$ cat src/sv/mpwr_pkg.sv
// shared types and constants for the pulse width receiver
package mpwr_pkg;

    localparam int unsigned CFG_W = 8;

    // configuration register indexes
    localparam logic CFG_ONE_THRESHOLD = 1'b0;
    localparam logic CFG_TIMEOUT_TICKS = 1'b1;

    localparam logic [CFG_W-1:0] ONE_THRESHOLD_RESET = 8'd22;
    localparam logic [CFG_W-1:0] TIMEOUT_TICKS_RESET = 8'd70;

    typedef struct packed {
        logic       nibble_valid;
        logic [3:0] nibble_value;
        logic [3:0] nibble_index;
        logic       frame_end;
        logic [4:0] frame_length;
        logic       busy_res;
    } result_t;

endpackage

$ cat src/sv/mpwr_core.sv
// receiver state and per-sample decode: edges, pulse timer, nibble and frame counting
module mpwr_core #(
    parameter int unsigned FRAME_NIBBLES = 16
) (
    input  logic                   clk,
    input  logic                   rst_n,
    input  logic                   step,
    input  logic                   level,
    input  logic [7:0]             one_threshold,
    input  logic [7:0]             timeout_ticks,
    output mpwr_pkg::result_t      result
);
    import mpwr_pkg::*;

    localparam int unsigned NIB_W = $clog2(FRAME_NIBBLES);
    localparam logic [NIB_W-1:0] LAST_NIB = NIB_W'(FRAME_NIBBLES - 1);
    localparam logic [4:0] FRAME_LEN = 5'(FRAME_NIBBLES);

    logic             prev_reg,   prev_next;
    logic [7:0]       tick_reg,   tick_next;
    logic             active_reg, active_next;
    logic [2:0]       shift_reg,  shift_next;
    logic [1:0]       bits_reg,   bits_next;
    logic [NIB_W-1:0] nib_reg,    nib_next;
    logic             busy_reg,   busy_next;

    logic             rising;
    logic             falling;
    logic             bit_val;
    logic [7:0]       nib_ext;
    logic [7:0]       nib_next_ext;

    assign rising       = level & ~prev_reg;
    assign falling      = ~level & prev_reg;
    assign nib_ext      = 8'(nib_reg);

    always_comb
    begin
        prev_next   = level;
        tick_next   = tick_reg;
        active_next = active_reg;
        shift_next  = shift_reg;
        bits_next   = bits_reg;
        nib_next    = nib_reg;
        busy_next   = busy_reg;
        result      = '0;
        bit_val     = 1'b0;
        nib_next_ext = '0;

        if (rising)
        begin
            tick_next   = '0;
            active_next = 1'b1;
            busy_next   = 1'b1;
        end
        else if (active_reg && (tick_reg != 8'hFF))
        begin
            tick_next = tick_reg + 8'd1;
        end

        if (falling)
        begin
            bit_val   = (tick_next > one_threshold);
            busy_next = 1'b1;
            if (bits_reg == 2'd3)
            begin
                result.nibble_valid = 1'b1;
                result.nibble_value = {shift_reg, bit_val};
                result.nibble_index = nib_ext[3:0];
                shift_next = '0;
                bits_next  = '0;
                if (nib_reg == LAST_NIB)
                begin
                    result.frame_end    = 1'b1;
                    result.frame_length = FRAME_LEN;
                    nib_next  = '0;
                    busy_next = 1'b0;
                end
                else
                begin
                    nib_next = nib_reg + 1'b1;
                end
            end
            else
            begin
                shift_next = {shift_reg[1:0], bit_val};
                bits_next  = bits_reg + 2'd1;
            end
        end

        // timeout ends the frame, reported only with nibbles pending
        if (active_next && (tick_next >= timeout_ticks))
        begin
            nib_next_ext = 8'(nib_next);
            if (nib_next != '0)
            begin
                result.frame_end    = 1'b1;
                result.frame_length = nib_next_ext[4:0];
            end
            active_next = 1'b0;
            tick_next   = '0;
            shift_next  = '0;
            bits_next   = '0;
            nib_next    = '0;
            busy_next   = 1'b0;
        end

        result.busy_res = busy_next;
    end

    always_ff @(posedge clk or negedge rst_n)
    begin
        if (!rst_n)
        begin
            prev_reg   <= 1'b0;
            tick_reg   <= '0;
            active_reg <= 1'b0;
            shift_reg  <= '0;
            bits_reg   <= '0;
            nib_reg    <= '0;
            busy_reg   <= 1'b0;
        end
        else if (step)
        begin
            prev_reg   <= prev_next;
            tick_reg   <= tick_next;
            active_reg <= active_next;
            shift_reg  <= shift_next;
            bits_reg   <= bits_next;
            nib_reg    <= nib_next;
            busy_reg   <= busy_next;
        end
    end

endmodule

$ cat src/sv/mbus_pulse_width_receiver.sv
// pulse width receiver top: input register, decode core, result register, config registers
// a sample word accepted into the input register is decoded and its result word is captured in the result register
// throughput: one sample word per cycle, set by the combinational decode between the
//   input register and the result register; a held result stalls the input once the
//   input register holds a word
// reset: asynchronous, clears receiver state, the valid flags of both stages and restores threshold 22,
//   timeout 70
module mbus_pulse_width_receiver #(
    parameter int unsigned FRAME_NIBBLES = 16
) (
    input  logic       clk,
    input  logic       rst_n,
    input  logic       in_valid,
    output logic       in_ready,
    input  logic       line_level,
    output logic       out_valid,
    input  logic       out_ready,
    output logic       nibble_valid,
    output logic [3:0] nibble_value,
    output logic [3:0] nibble_index,
    output logic       frame_end,
    output logic [4:0] frame_length,
    output logic       busy_res,
    input  logic       cfg_we,
    input  logic       cfg_index,
    input  logic [7:0] cfg_data
);
    import mpwr_pkg::*;

    logic             in_valid_reg;
    logic             level_reg;
    logic             out_valid_reg;
    result_t          result_reg;
    result_t          core_result;
    logic [CFG_W-1:0] one_threshold_reg;
    logic [CFG_W-1:0] timeout_ticks_reg;
    logic             advance;
    logic             step;

    assign advance  = ~out_valid_reg | out_ready;
    assign step     = in_valid_reg & advance;
    assign in_ready = ~in_valid_reg | advance;

    mpwr_core #(
        .FRAME_NIBBLES (FRAME_NIBBLES)
    ) u_core (
        .clk           (clk),
        .rst_n         (rst_n),
        .step          (step),
        .level         (level_reg),
        .one_threshold (one_threshold_reg),
        .timeout_ticks (timeout_ticks_reg),
        .result        (core_result)
    );

    always_ff @(posedge clk or negedge rst_n)
    begin
        if (!rst_n)
        begin
            in_valid_reg  <= 1'b0;
            out_valid_reg <= 1'b0;
        end
        else
        begin
            if (in_ready)
            begin
                in_valid_reg <= in_valid;
            end
            if (advance)
            begin
                out_valid_reg <= in_valid_reg;
            end
        end
    end

    always_ff @(posedge clk)
    begin
        if (in_ready && in_valid)
        begin
            level_reg <= line_level;
        end
        if (step)
        begin
            result_reg <= core_result;
        end
    end

    always_ff @(posedge clk or negedge rst_n)
    begin
        if (!rst_n)
        begin
            one_threshold_reg <= ONE_THRESHOLD_RESET;
            timeout_ticks_reg <= TIMEOUT_TICKS_RESET;
        end
        else if (cfg_we)
        begin
            case (cfg_index)
                CFG_ONE_THRESHOLD: one_threshold_reg <= cfg_data;
                CFG_TIMEOUT_TICKS: timeout_ticks_reg <= cfg_data;
                default:           one_threshold_reg <= one_threshold_reg;
            endcase
        end
    end

    assign out_valid    = out_valid_reg;
    assign nibble_valid = result_reg.nibble_valid;
    assign nibble_value = result_reg.nibble_value;
    assign nibble_index = result_reg.nibble_index;
    assign frame_end    = result_reg.frame_end;
    assign frame_length = result_reg.frame_length;
    assign busy_res     = result_reg.busy_res;

endmodule
$ cat config.mk
export PLATFORM = sky130hd
export DESIGN_NAME = mbus_pulse_width_receiver
export DESIGN_NICKNAME = d
export VERILOG_FILES = /design/src/sv/mpwr_pkg.sv /design/src/sv/mpwr_core.sv /design/src/sv/mbus_pulse_width_receiver.sv
export SDC_FILE = /design/constraint.sdc
export NUM_CORES = 1
export LEC_CHECK = 0
export ABC_AREA = 1
export BUFFER_PORTS_ARGS = -buffer_cell sky130_fd_sc_hd__buf_2
export CORE_UTILIZATION = 48
export DETAILED_ROUTE_END_ITERATION = 12
export HOLD_SLACK_MARGIN = 0.08
export PLACE_DENSITY = 0.75
export SYNTH_ARGS = -nofsm -noshare
export SYNTH_HDL_FRONTEND = slang
export SYNTH_SLANG_ARGS = --single-unit
$ cat constraint.sdc
create_clock -name clk -period 2.5 [get_ports clk]
set_clock_uncertainty 0.05 [all_clocks]
set_input_delay 0.625 -clock clk [delete_from_list [all_inputs] [get_ports clk]]
set_output_delay 0.625 -clock clk [all_outputs]
set_load 0.01 [all_outputs]
==> results of run 1 <==
## cell usage after synthesis (3+ instances only)
library cell / instances / area [sq um]
sky130_fd_sc_hd__o22ai_1: 7 / 43.79
sky130_fd_sc_hd__dfrtp_1: 32 / 800.8
sky130_fd_sc_hd__inv_1: 62 / 232.7
sky130_fd_sc_hd__o21ai_0: 28 / 140.1
sky130_fd_sc_hd__o21a_1: 3 / 22.52
sky130_fd_sc_hd__nand4_1: 6 / 37.54
sky130_fd_sc_hd__nand2_1: 92 / 345.3
sky130_fd_sc_hd__nor2_1: 35 / 131.4
sky130_fd_sc_hd__dfstp_2: 6 / 157.7
sky130_fd_sc_hd__edfxtp_1: 17 / 510.5
sky130_fd_sc_hd__nand3_1: 10 / 50.05
sky130_fd_sc_hd__clkbuf_1: 4 / 15.01
sky130_fd_sc_hd__a21oi_1: 13 / 65.06
sky130_fd_sc_hd__ha_1: 19 / 237.7
sky130_fd_sc_hd__nor2_2: 3 / 18.77
## per-layer routing
metal  up-vias  GRT usage (%)  share of wire, %
met5         -              0                 0
met4         0          7.636               1.5
met3        10          3.429               2.6
met2        50          37.01                51
met1      1194          26.52                45
li1       1244              -                 -
## worst paths after layout
kind	slack, ns	start	end
worst max-delay path	-0.1	u_core.tick_reg[0]$_DFFE_PN0P_	frame_length[3]$_SDFFCE_PN0P_
worst min-delay path	0.36	rst_n	one_threshold_reg[0]$_DFFE_PN0P_
worst max register to register	-0.1	u_core.tick_reg[0]$_DFFE_PN0P_	frame_length[3]$_SDFFCE_PN0P_
worst min register to register	0.43	u_core.shift_reg[1]$_DFFE_PN0P_	u_core.shift_reg[1]$_DFFE_PN0P_
max in group asynchronous	1.51	rst_n	u_core.bits_reg[1]$_DFFE_PN0P_
min in group clk	0.43	u_core.shift_reg[1]$_DFFE_PN0P_	u_core.shift_reg[1]$_DFFE_PN0P_
## per-stage QoR
| stage | hold slack, ns | TNS (ns) |
|---|---|---|
| after floorplan | 0.2794 | -0.008265 |
| after global placement | 0.4098 | -0.3118 |
| after detailed placement | 0.4153 | -1.965 |
| after CTS | 0.3819 | -0.2423 |
| after global routing | 0.4132 | -5.530 |
| final | 0.3589 | -1.089 |
## report_power, final
| group | switching (mW) | internal (mW) | total (mW) | leakage, nW |
|---|---|---|---|---|
| clock | 0.307 | 0.205 | 0.512 | 0.0452 |
| sequential | 0.111 | 1.12 | 1.23 | 0.643 |
| combinational | 0.816 | 0.604 | 1.42 | 1.12 |
## final cells by class
class                   count  area share [%]
inverters                  64           6.635
clock inverters             3          0.6702
well taps                  72           2.413
flip-flops and latches     55           39.34
repair buffers             63           11.03
multi-input cells         226           38.07
clock buffers               5           1.843
## what timing repair did
item / 4_1_cts / 5_1_grt
resized for setup: 40 / 31
gates cloned: 1 / 0
pin swaps: 13 / 24
buffers inserted: 4 / 3
endpoints found under the setup margin: 25 / 27
hold buffers: 0 / 0
## worst max-delay path, stage by stage (launching register included)
cell	delay [ns]
sky130_fd_sc_hd__dfrtp_1	0.40
sky130_fd_sc_hd__ha_2	0.20
sky130_fd_sc_hd__nand2_2	0.08
sky130_fd_sc_hd__nor2_4	0.04
sky130_fd_sc_hd__nand2_2	0.10
sky130_fd_sc_hd__nand2_4	0.09
sky130_fd_sc_hd__or2_4	0.27
sky130_fd_sc_hd__a21oi_4	0.19
sky130_fd_sc_hd__ha_4	0.23
sky130_fd_sc_hd__nand2_2	0.06
sky130_fd_sc_hd__nor2_1	0.04
sky130_fd_sc_hd__nor2_1	0.09
sky130_fd_sc_hd__nand2_1	0.07
sky130_fd_sc_hd__nand2_2	0.10
sky130_fd_sc_hd__nand2_4	0.08
sky130_fd_sc_hd__nand2_8	0.12
sky130_fd_sc_hd__buf_6	0.13
sky130_fd_sc_hd__nor2_1	0.04
## cells by family after synthesis
kind of cell	Yosys count	share of synthesized area [%]
AO/OA/AOI/OAI	51	9.406
XOR/XNOR	1	0.3035
adder cells (fa/ha/maj)	19	8.236
buffers and inverters	69	9.015
flip-flops	55	50.89
AND/OR/NAND/NOR	154	22.15
==> flow_summary.html, run 1 <==
<table>
<tr><th>Metric</th><th>Value</th></tr>
<tr><th colspan="2">Floorplan</th></tr>
<tr><td>Die outline area</td><td>6327 sq um</td></tr>
<tr><td>Core Box Area</td><td>5642 sq um</td></tr>
<tr><td>I/O pin cnt</td><td>33</td></tr>
<tr><td>Die X</td><td>slightly below 80 microns</td></tr>
<tr><td>Floorplan die height</td><td>about 80 microns</td></tr>
<tr><td>Initial core utilization</td><td>~51%</td></tr>
<tr><td>Standard-cell rows</td><td>27</td></tr>
<tr><th colspan="2">Synthesis</th></tr>
<tr><td>Proportion of register bits with asynchronous set or reset after synthesis</td><td>between 60% and 70%</td></tr>
<tr><td>Proportion of synthesized chip area in sequential cells</td><td>50.89%</td></tr>
<tr><td>Cell area after synthesis</td><td>~2900 sq um</td></tr>
<tr><td>Post-synthesis cell count</td><td>around 350</td></tr>
<tr><td>Number of distinct library cell variants in the gate-level netlist after synthesis</td><td>25</td></tr>
<tr><td>Yosys warnings</td><td>0</td></tr>
<tr><td>Avg Cell Area, Syn</td><td>between 8 and 9 sq um</td></tr>
<tr><td>Number of synthesized flops with an enable pin</td><td>17</td></tr>
<tr><td>Flops &amp; latches, synth</td><td>55</td></tr>
<tr><td>Dominant register cell in the synthesized netlist</td><td>sky130_fd_sc_hd__dfrtp_1</td></tr>
<tr><td>Mapped Nets</td><td>around 380</td></tr>
<tr><th colspan="2">Clocking</th></tr>
<tr><td>Clock net sink count</td><td>55</td></tr>
<tr><td>Library cell used as clock root buffer</td><td>sky130_fd_sc_hd__clkbuf_8</td></tr>
<tr><td>CTS clk-pin slew, worst paths</td><td>around 0.11 ns</td></tr>
<tr><td># H-tree levels</td><td>2</td></tr>
<tr><td>Clock latency reported for the late side of the worst-skew pair</td><td>approximately 0.31 ns</td></tr>
<tr><td>CTS tree</td><td>built</td></tr>
<tr><td>Buffers from clock root to sink, at most</td><td>2</td></tr>
<tr><td>Number of buffers inserted during clock tree synthesis</td><td>5</td></tr>
<tr><th colspan="2">Place</th></tr>
<tr><td>Number of placed instances, taps included</td><td>473</td></tr>
<tr><td>PortBufs</td><td>32</td></tr>
<tr><td>Worst setup slack before clock tree synthesis</td><td>-0.1419 ns</td></tr>
<tr><td>Placed wire-length estimate</td><td>about 4.4 mm</td></tr>
<tr><td>RePlAce Congestion</td><td>roughly 0.92</td></tr>
<tr><td>Area after detailed placement</td><td>3323 sq um</td></tr>
<tr><th colspan="2">Setup path</th></tr>
<tr><td>Worst path required time</td><td>2.53 ns</td></tr>
<tr><td>Endpoint kind of the worst setup timing path</td><td>flop</td></tr>
<tr><td>Depth of the most critical reg-to-reg path</td><td>17</td></tr>
<tr><td>Highest fanout seen on the critical path</td><td>7</td></tr>
<tr><td>Arrival time at the worst endpoint</td><td>2.63 ns</td></tr>
<tr><td>Kind of launch point of the worst setup path</td><td>flop</td></tr>
<tr><td>CP Class</td><td>flop to flop</td></tr>
<tr><th colspan="2">Routing</th></tr>
<tr><td>Overall via count from detail_route</td><td>2498</td></tr>
<tr><td>DR pass1 iterations</td><td>4</td></tr>
<tr><td>Average vias per placed instance</td><td>~5.1</td></tr>
<tr><td>Detailed Route Iter0 Violations</td><td>154</td></tr>
<tr><td>Final ANT Viol Nets</td><td>0</td></tr>
<tr><td>Aggregate routed wire length</td><td>roughly 6.3 mm</td></tr>
<tr><td>Number of remaining DRC errors</td><td>0</td></tr>
<tr><td>Average wire per standard cell</td><td>about 13 microns</td></tr>
<tr><th colspan="2">STA</th></tr>
<tr><td>Final slew viol count</td><td>0</td></tr>
<tr><td>Share of the clock period used by the worst path</td><td>103.8%</td></tr>
<tr><td>Normalized max-slew margin</td><td>a little over two fifths</td></tr>
<tr><td>Final number of setup-violating endpoints</td><td>21</td></tr>
<tr><td>Achievable Freq</td><td>roughly 390 MHz</td></tr>
<tr><td>RSZ-0062 raised after global routing</td><td>yes</td></tr>
<tr><td>Hold Violations, Final</td><td>0</td></tr>
<tr><td>Shortest period the worst path allows</td><td>approximately 2.6 ns</td></tr>
<tr><td>Transition at the pin with the smallest max-transition slack</td><td>between 0.8 and 0.9 ns</td></tr>
<tr><td>Worst Setup Slack, final</td><td>-0.09532 ns</td></tr>
<tr><th colspan="2">Global routing</th></tr>
<tr><td>Combined global-route utilization of all metal layers</td><td>around a fifth</td></tr>
<tr><td>Pin count of the biggest net entering global routing</td><td>39</td></tr>
<tr><td>Wire length of the first global-routing pass</td><td>between 10 and 15 mm</td></tr>
<tr><td>Total gr overflow</td><td>0</td></tr>
<tr><td>Vias in the first global route</td><td>2382</td></tr>
<tr><td>Antenna violations before repair</td><td>0</td></tr>
<tr><th colspan="2">Cells and area</th></tr>
<tr><td>Seq. cell area</td><td>1469 sq um</td></tr>
<tr><td>Final antenna diode count</td><td>0</td></tr>
<tr><td>Cell Count, Final, Fillers Out</td><td>~490</td></tr>
<tr><td>Final standard cell area without fillers</td><td>about 3700 sq um</td></tr>
<tr><td>Fin nets</td><td>between 400 and 500</td></tr>
<tr><td>Fraction of layout cells with a size suffix above 1</td><td>between 30% and 40%</td></tr>
<tr><td>Number of fill cells in the layout</td><td>around 440</td></tr>
<tr><td>Commonest cells after routing, fill and taps aside</td><td>sky130_fd_sc_hd__nand2_1, sky130_fd_sc_hd__inv_1, sky130_fd_sc_hd__dfrtp_1, sky130_fd_sc_hd__buf_2, sky130_fd_sc_hd__nor2_1</td></tr>
<tr><td>Core utilization of the finished layout</td><td>about two thirds</td></tr>
<tr><td>Area occupied by multi-input gates</td><td>~1400 sq um</td></tr>
<tr><td>Post-synthesis to final-layout area growth</td><td>29.35%</td></tr>
<tr><td>Most common cell after layout, fill and taps aside</td><td>sky130_fd_sc_hd__nand2_1</td></tr>
<tr><th colspan="2">Flow run</th></tr>
<tr><td>Max-cap violation count</td><td>0</td></tr>
<tr><th colspan="2">Outcome</th></tr>
<tr><td>Violations in the final reports</td><td>negative setup slack</td></tr>
<tr><td>Status</td><td>complete, but fails checks</td></tr>
<tr><th colspan="2">Pwr</th></tr>
<tr><td>Final Power</td><td>3.165 mW</td></tr>
<tr><td>Maximum vdd drop</td><td>a little under 0.0006 V</td></tr>
<tr><td>Power density cells</td><td>roughly 850 nW/um^2</td></tr>
<tr><td>LEAKAGE</td><td>between 1.5 and 2 nW</td></tr>
<tr><th colspan="2">Worst hold path</th></tr>
<tr><td>Worst hold path type</td><td>input port to asynchronous set/reset pin</td></tr>
</table>
No activity file was read; power rests on OpenSTA's default activity.
==> inputs of run 2 (changes only) <==
Clock period 2.5 ns to 2.19 ns, I/O delays scaled along.
==> flow_summary.html, run 2 (synthesis results as in run 1) <==
<table>
<tr><th>Metric</th><th>Value</th></tr>
<tr><th colspan="2">Global routing</th></tr>
<tr><td>Vias in the first global route</td><td>2440 (+2.4%)</td></tr>
<tr><td>Antenna violations before repair</td><td>0 (unchanged)</td></tr>
<tr><td>Pin count of the biggest net entering global routing</td><td>39 (unchanged)</td></tr>
<tr><td>Total gr overflow</td><td>0 (unchanged)</td></tr>
<tr><td>Combined global-route utilization of all metal layers</td><td>22.16% (+0.89 points)</td></tr>
<tr><td>Wire length of the first global-routing pass</td><td>10.87 mm (+4.5%)</td></tr>
<tr><th colspan="2">STA</th></tr>
<tr><td>Transition at the pin with the smallest max-transition slack</td><td>0.4652 ns (-0.3837 ns)</td></tr>
<tr><td>Final number of setup-violating endpoints</td><td>27 (+29%)</td></tr>
<tr><td>Normalized max-slew margin</td><td>68.91% (+26 points)</td></tr>
<tr><td>Achievable Freq</td><td>371.2 MHz (-3.7%)</td></tr>
<tr><td>Final slew viol count</td><td>0 (unchanged)</td></tr>
<tr><td>Worst Setup Slack, final</td><td>-0.5041 ns (-0.4088 ns)</td></tr>
<tr><td>Shortest period the worst path allows</td><td>2.694 ns (+0.09878 ns)</td></tr>
<tr><td>RSZ-0062 raised after global routing</td><td>yes</td></tr>
<tr><td>Share of the clock period used by the worst path</td><td>123.0% (+19 points)</td></tr>
<tr><td>Worst hold slack across all endpoints</td><td>0.1264 ns (-0.2325 ns)</td></tr>
<tr><td>Hold Violations, Final</td><td>0 (unchanged)</td></tr>
<tr><td>Setup TNS</td><td>-12.06 ns (-10.98 ns)</td></tr>
<tr><th colspan="2">Place</th></tr>
<tr><td>Area after detailed placement</td><td>3423 sq um (+3.0%)</td></tr>
<tr><td>Worst setup slack before clock tree synthesis</td><td>-0.4169 ns (-0.2750 ns)</td></tr>
<tr><td>PortBufs</td><td>32 (unchanged)</td></tr>
<tr><td>RePlAce Congestion</td><td>0.8892 (-3.2%)</td></tr>
<tr><td>Number of placed instances, taps included</td><td>480 (+1.5%)</td></tr>
<tr><td>Placed wire-length estimate</td><td>4.457 mm (+1.2%)</td></tr>
<tr><th colspan="2">Clocking</th></tr>
<tr><td>Library cell used as clock root buffer</td><td>sky130_fd_sc_hd__clkbuf_8</td></tr>
<tr><td># H-tree levels</td><td>2 (unchanged)</td></tr>
<tr><td>CTS tree</td><td>built</td></tr>
<tr><td>Clock net sink count</td><td>55 (unchanged)</td></tr>
<tr><td>Hold buffer count at CTS</td><td>0 (unchanged)</td></tr>
<tr><td>CTS clk-pin slew, worst paths</td><td>0.10 ns (about the same)</td></tr>
<tr><td>Clock latency reported for the late side of the worst-skew pair</td><td>0.32 ns (about the same)</td></tr>
<tr><td>Number of buffers inserted during clock tree synthesis</td><td>5 (unchanged)</td></tr>
<tr><td>Buffers from clock root to sink, at most</td><td>2 (unchanged)</td></tr>
<tr><th colspan="2">Cells and area</th></tr>
<tr><td>Seq. cell area</td><td>1469 sq um (unchanged)</td></tr>
<tr><td>Final standard cell area without fillers</td><td>4006 sq um (+7.3%)</td></tr>
<tr><td>Area occupied by multi-input gates</td><td>1555 sq um (+9.4%)</td></tr>
<tr><td>Post-synthesis to final-layout area growth</td><td>38.79%</td></tr>
<tr><td>Fraction of layout cells with a size suffix above 1</td><td>38.14% (+5.9 points)</td></tr>
<tr><td>Final antenna diode count</td><td>0 (unchanged)</td></tr>
<tr><td>Commonest cells after routing, fill and taps aside</td><td>sky130_fd_sc_hd__nand2_1, sky130_fd_sc_hd__inv_1, sky130_fd_sc_hd__buf_4</td></tr>
<tr><td>Most common cell after layout, fill and taps aside</td><td>sky130_fd_sc_hd__nand2_1</td></tr>
<tr><td>Fin nets</td><td>463 (+3.1%)</td></tr>
<tr><td>Cell Count, Final, Fillers Out</td><td>502 (+2.9%)</td></tr>
<tr><td>Number of fill cells in the layout</td><td>375 (-14%)</td></tr>
<tr><th colspan="2">Floorplan</th></tr>
<tr><td>Die X</td><td>79.55 microns (unchanged)</td></tr>
<tr><td>I/O pin cnt</td><td>33 (unchanged)</td></tr>
<tr><td>Core Box Area</td><td>5642 sq um (unchanged)</td></tr>
<tr><td>Initial core utilization</td><td>51.16% (unchanged)</td></tr>
<tr><td>Floorplan die height</td><td>79.55 microns (unchanged)</td></tr>
<tr><td>Die outline area</td><td>6327 sq um (unchanged)</td></tr>
<tr><td>Standard-cell rows</td><td>27 (unchanged)</td></tr>
<tr><th colspan="2">Routing</th></tr>
<tr><td>Average wire per standard cell</td><td>15.17 microns (+18%)</td></tr>
<tr><td>Aggregate routed wire length</td><td>7.615 mm (+21%)</td></tr>
<tr><td>Average vias per placed instance</td><td>5.388 (+5.3%)</td></tr>
<tr><td>Overall via count from detail_route</td><td>2705 (+8.3%)</td></tr>
<tr><td>Detailed Route Iter0 Violations</td><td>301 (+95%)</td></tr>
<tr><td>Number of remaining DRC errors</td><td>0 (unchanged)</td></tr>
<tr><td>DR pass1 iterations</td><td>6 (+2)</td></tr>
<tr><td>Final ANT Viol Nets</td><td>0 (unchanged)</td></tr>
<tr><th colspan="2">Pwr</th></tr>
<tr><td>NetSw</td><td>1.567 mW (+27%)</td></tr>
<tr><td>LEAKAGE</td><td>1.929 nW (+6.4%)</td></tr>
<tr><td>Switching portion of total power</td><td>40.43% (+1.4 points)</td></tr>
<tr><td>Combinational Power Share</td><td>47.9% (+3.0 points)</td></tr>
<tr><td>Clock network fraction of design power</td><td>15.5% (-0.7 points)</td></tr>
<tr><td>Share of power burned in registers</td><td>36.5% (-2.5 points)</td></tr>
<tr><td>Power density cells</td><td>967.3 nW/um^2 (+14%)</td></tr>
<tr><td>Maximum vdd drop</td><td>0.0004694 V (-19%)</td></tr>
<tr><td>Internal portion of total power</td><td>2.309 mW (+20%)</td></tr>
<tr><th colspan="2">Setup path</th></tr>
<tr><td>CP Class</td><td>flop to flop</td></tr>
<tr><td>Stage delay of the slowest cell on the critical path</td><td>0.36 ns (-0.04 ns)</td></tr>
<tr><td>Capture point of the worst reg-to-reg path</td><td>u_core.tick_reg[1]$_DFFE_PN0P_</td></tr>
<tr><td>Depth of the most critical reg-to-reg path</td><td>18 (+1)</td></tr>
<tr><td>Start of the worst register-to-register path</td><td>u_core.tick_reg[0]$_DFFE_PN0P_</td></tr>
<tr><td>Highest fanout seen on the critical path</td><td>6 (-1)</td></tr>
<tr><td>Cells traversed along the worst timing path</td><td>buf_4, buf_4, nand3_2, nor2_4, nand3_2, nor2_4, nor2_1, nor2_1, nand2_1, inv_2, ha_4, a21oi_2, o21a_4, nand2_4, nand2_8, buf_12, nand2_4, o22ai_2</td></tr>
<tr><td>Arrival time at the worst endpoint</td><td>2.88 ns (+0.25 ns)</td></tr>
<tr><td>Kind of launch point of the worst setup path</td><td>flop</td></tr>
<tr><td>Worst path required time</td><td>2.38 ns (-0.15 ns)</td></tr>
<tr><td>Worst Path Buf+Inv</td><td>4 (+3)</td></tr>
<tr><td>R2R setup slack</td><td>-0.50 ns (-0.41 ns)</td></tr>
<tr><td>Endpoint kind of the worst setup timing path</td><td>flop</td></tr>
<tr><td>Highest-delay cell along the critical path</td><td>sky130_fd_sc_hd__dfrtp_1</td></tr>
<tr><td>Kind of cell adding the most delay to the critical path</td><td>simple AND/OR/NAND/NOR gates</td></tr>
<tr><th colspan="2">Flow run</th></tr>
<tr><td>Max-cap violation count</td><td>0 (unchanged)</td></tr>
<tr><th colspan="2">Worst hold path</th></tr>
<tr><td>Worst hold path type</td><td>input port to asynchronous set/reset pin</td></tr>
<tr><th colspan="2">Outcome</th></tr>
<tr><td>Status</td><td>complete, but fails checks</td></tr>
<tr><td>Violations in the final reports</td><td>negative setup slack</td></tr>
</table>
-- run 2: cell types whose count changed in the layout (fill, tap and decap cells not counted), moves of 3 or more --
| cell | change |
|---|---|
| sky130_fd_sc_hd__buf_12 | +3 |
| sky130_fd_sc_hd__o22ai_2 | +3 |
| sky130_fd_sc_hd__nor2_4 | +4 |
| sky130_fd_sc_hd__buf_4 | +13 |
| sky130_fd_sc_hd__nor2_1 | -6 |
| sky130_fd_sc_hd__ha_1 | -3 |
| sky130_fd_sc_hd__o22ai_1 | -3 |
| sky130_fd_sc_hd__ha_4 | +3 |
-- run 2: repair_timing --
action	4_1_cts	5_1_grt
pin swaps	14	31
setup buffers	6	7
resized for setup	27	59
setup endpoints to repair	27	27
gates cloned	0	1
-- run 2: worst max path at each step --
stage | endpoint | cells after the start | from | slack (ns)
after floorplan | u_core.tick_reg[3]$_DFFE_PN0P_ | 19 | u_core.tick_reg[1]$_DFFE_PN0P_ | -0.21
after global placement | busy_res$_DFFE_PP_ | 18 | u_core.tick_reg[1]$_DFFE_PN0P_ | -0.27
after detailed placement | u_core.tick_reg[3]$_DFFE_PN0P_ | 20 | u_core.tick_reg[0]$_DFFE_PN0P_ | -0.42
after CTS | frame_length[1]$_SDFFCE_PN0P_ | 18 | u_core.tick_reg[1]$_DFFE_PN0P_ | -0.33
after global routing | busy_res$_DFFE_PP_ | 19 | u_core.tick_reg[1]$_DFFE_PN0P_ | -0.61
final | u_core.tick_reg[1]$_DFFE_PN0P_ | 18 | u_core.tick_reg[0]$_DFFE_PN0P_ | -0.50
-- run 2: stage by stage --
stage / total power [mW] / util (%)
2_1_floorplan: 2.196 / -
3_3_place_gp: 2.621 / 60.68
3_5_place_dp: 2.674 / 60.68
4_1_cts: 3.460 / 65.20
5_1_grt: 4.101 / 71.01
6_report: 3.875 / 71.01
-- run 2: per-layer routing --
layer / global-route usage [%] / wire length [microns] / vias to the layer above
met2: 38.29 / 3907 / 129
met5: 0 / 0 / -
met4: 7.636 / 329 / 0
met3: 3.543 / 398 / 41
met1: 28.02 / 2980 / 1263
li1: - / - / 1272
-- run 2: power groups by stage --
stage          combinational, mW  clock (mW)  sequential [mW]
4_1_cts                     1.46       0.603             1.40
5_1_grt                     2.03       0.644             1.43
3_5_place_dp                1.25           0             1.42
6_report                    1.86       0.602             1.42
2_1_floorplan              0.779           0             1.42
3_3_place_gp                1.21           0             1.41
-- run 2: worst register-to-register path, delay by kind of cell (launching register included) --
| kind | cells | cell delay, ns |
|---|---|---|
| buffers and inverters | 4 | 0.42 |
| AO/OA/AOI/OAI | 3 | 0.47 |
| adder cells (fa/ha/maj) | 1 | 0.22 |
| AND/OR/NAND/NOR | 10 | 1.09 |
| flip-flops | 1 | 0.36 |
-- run 2: area by class of cell --
| type | count | area share [%] |
|---|---|---|
| clock buffers | 5 | 1.718 |
| multi-input cells | 226 | 38.82 |
| flip-flops and latches | 55 | 36.66 |
| well taps | 72 | 2.249 |
| repair buffers | 77 | 13.65 |
| clock inverters | 3 | 0.6558 |
| inverters | 64 | 6.246 |
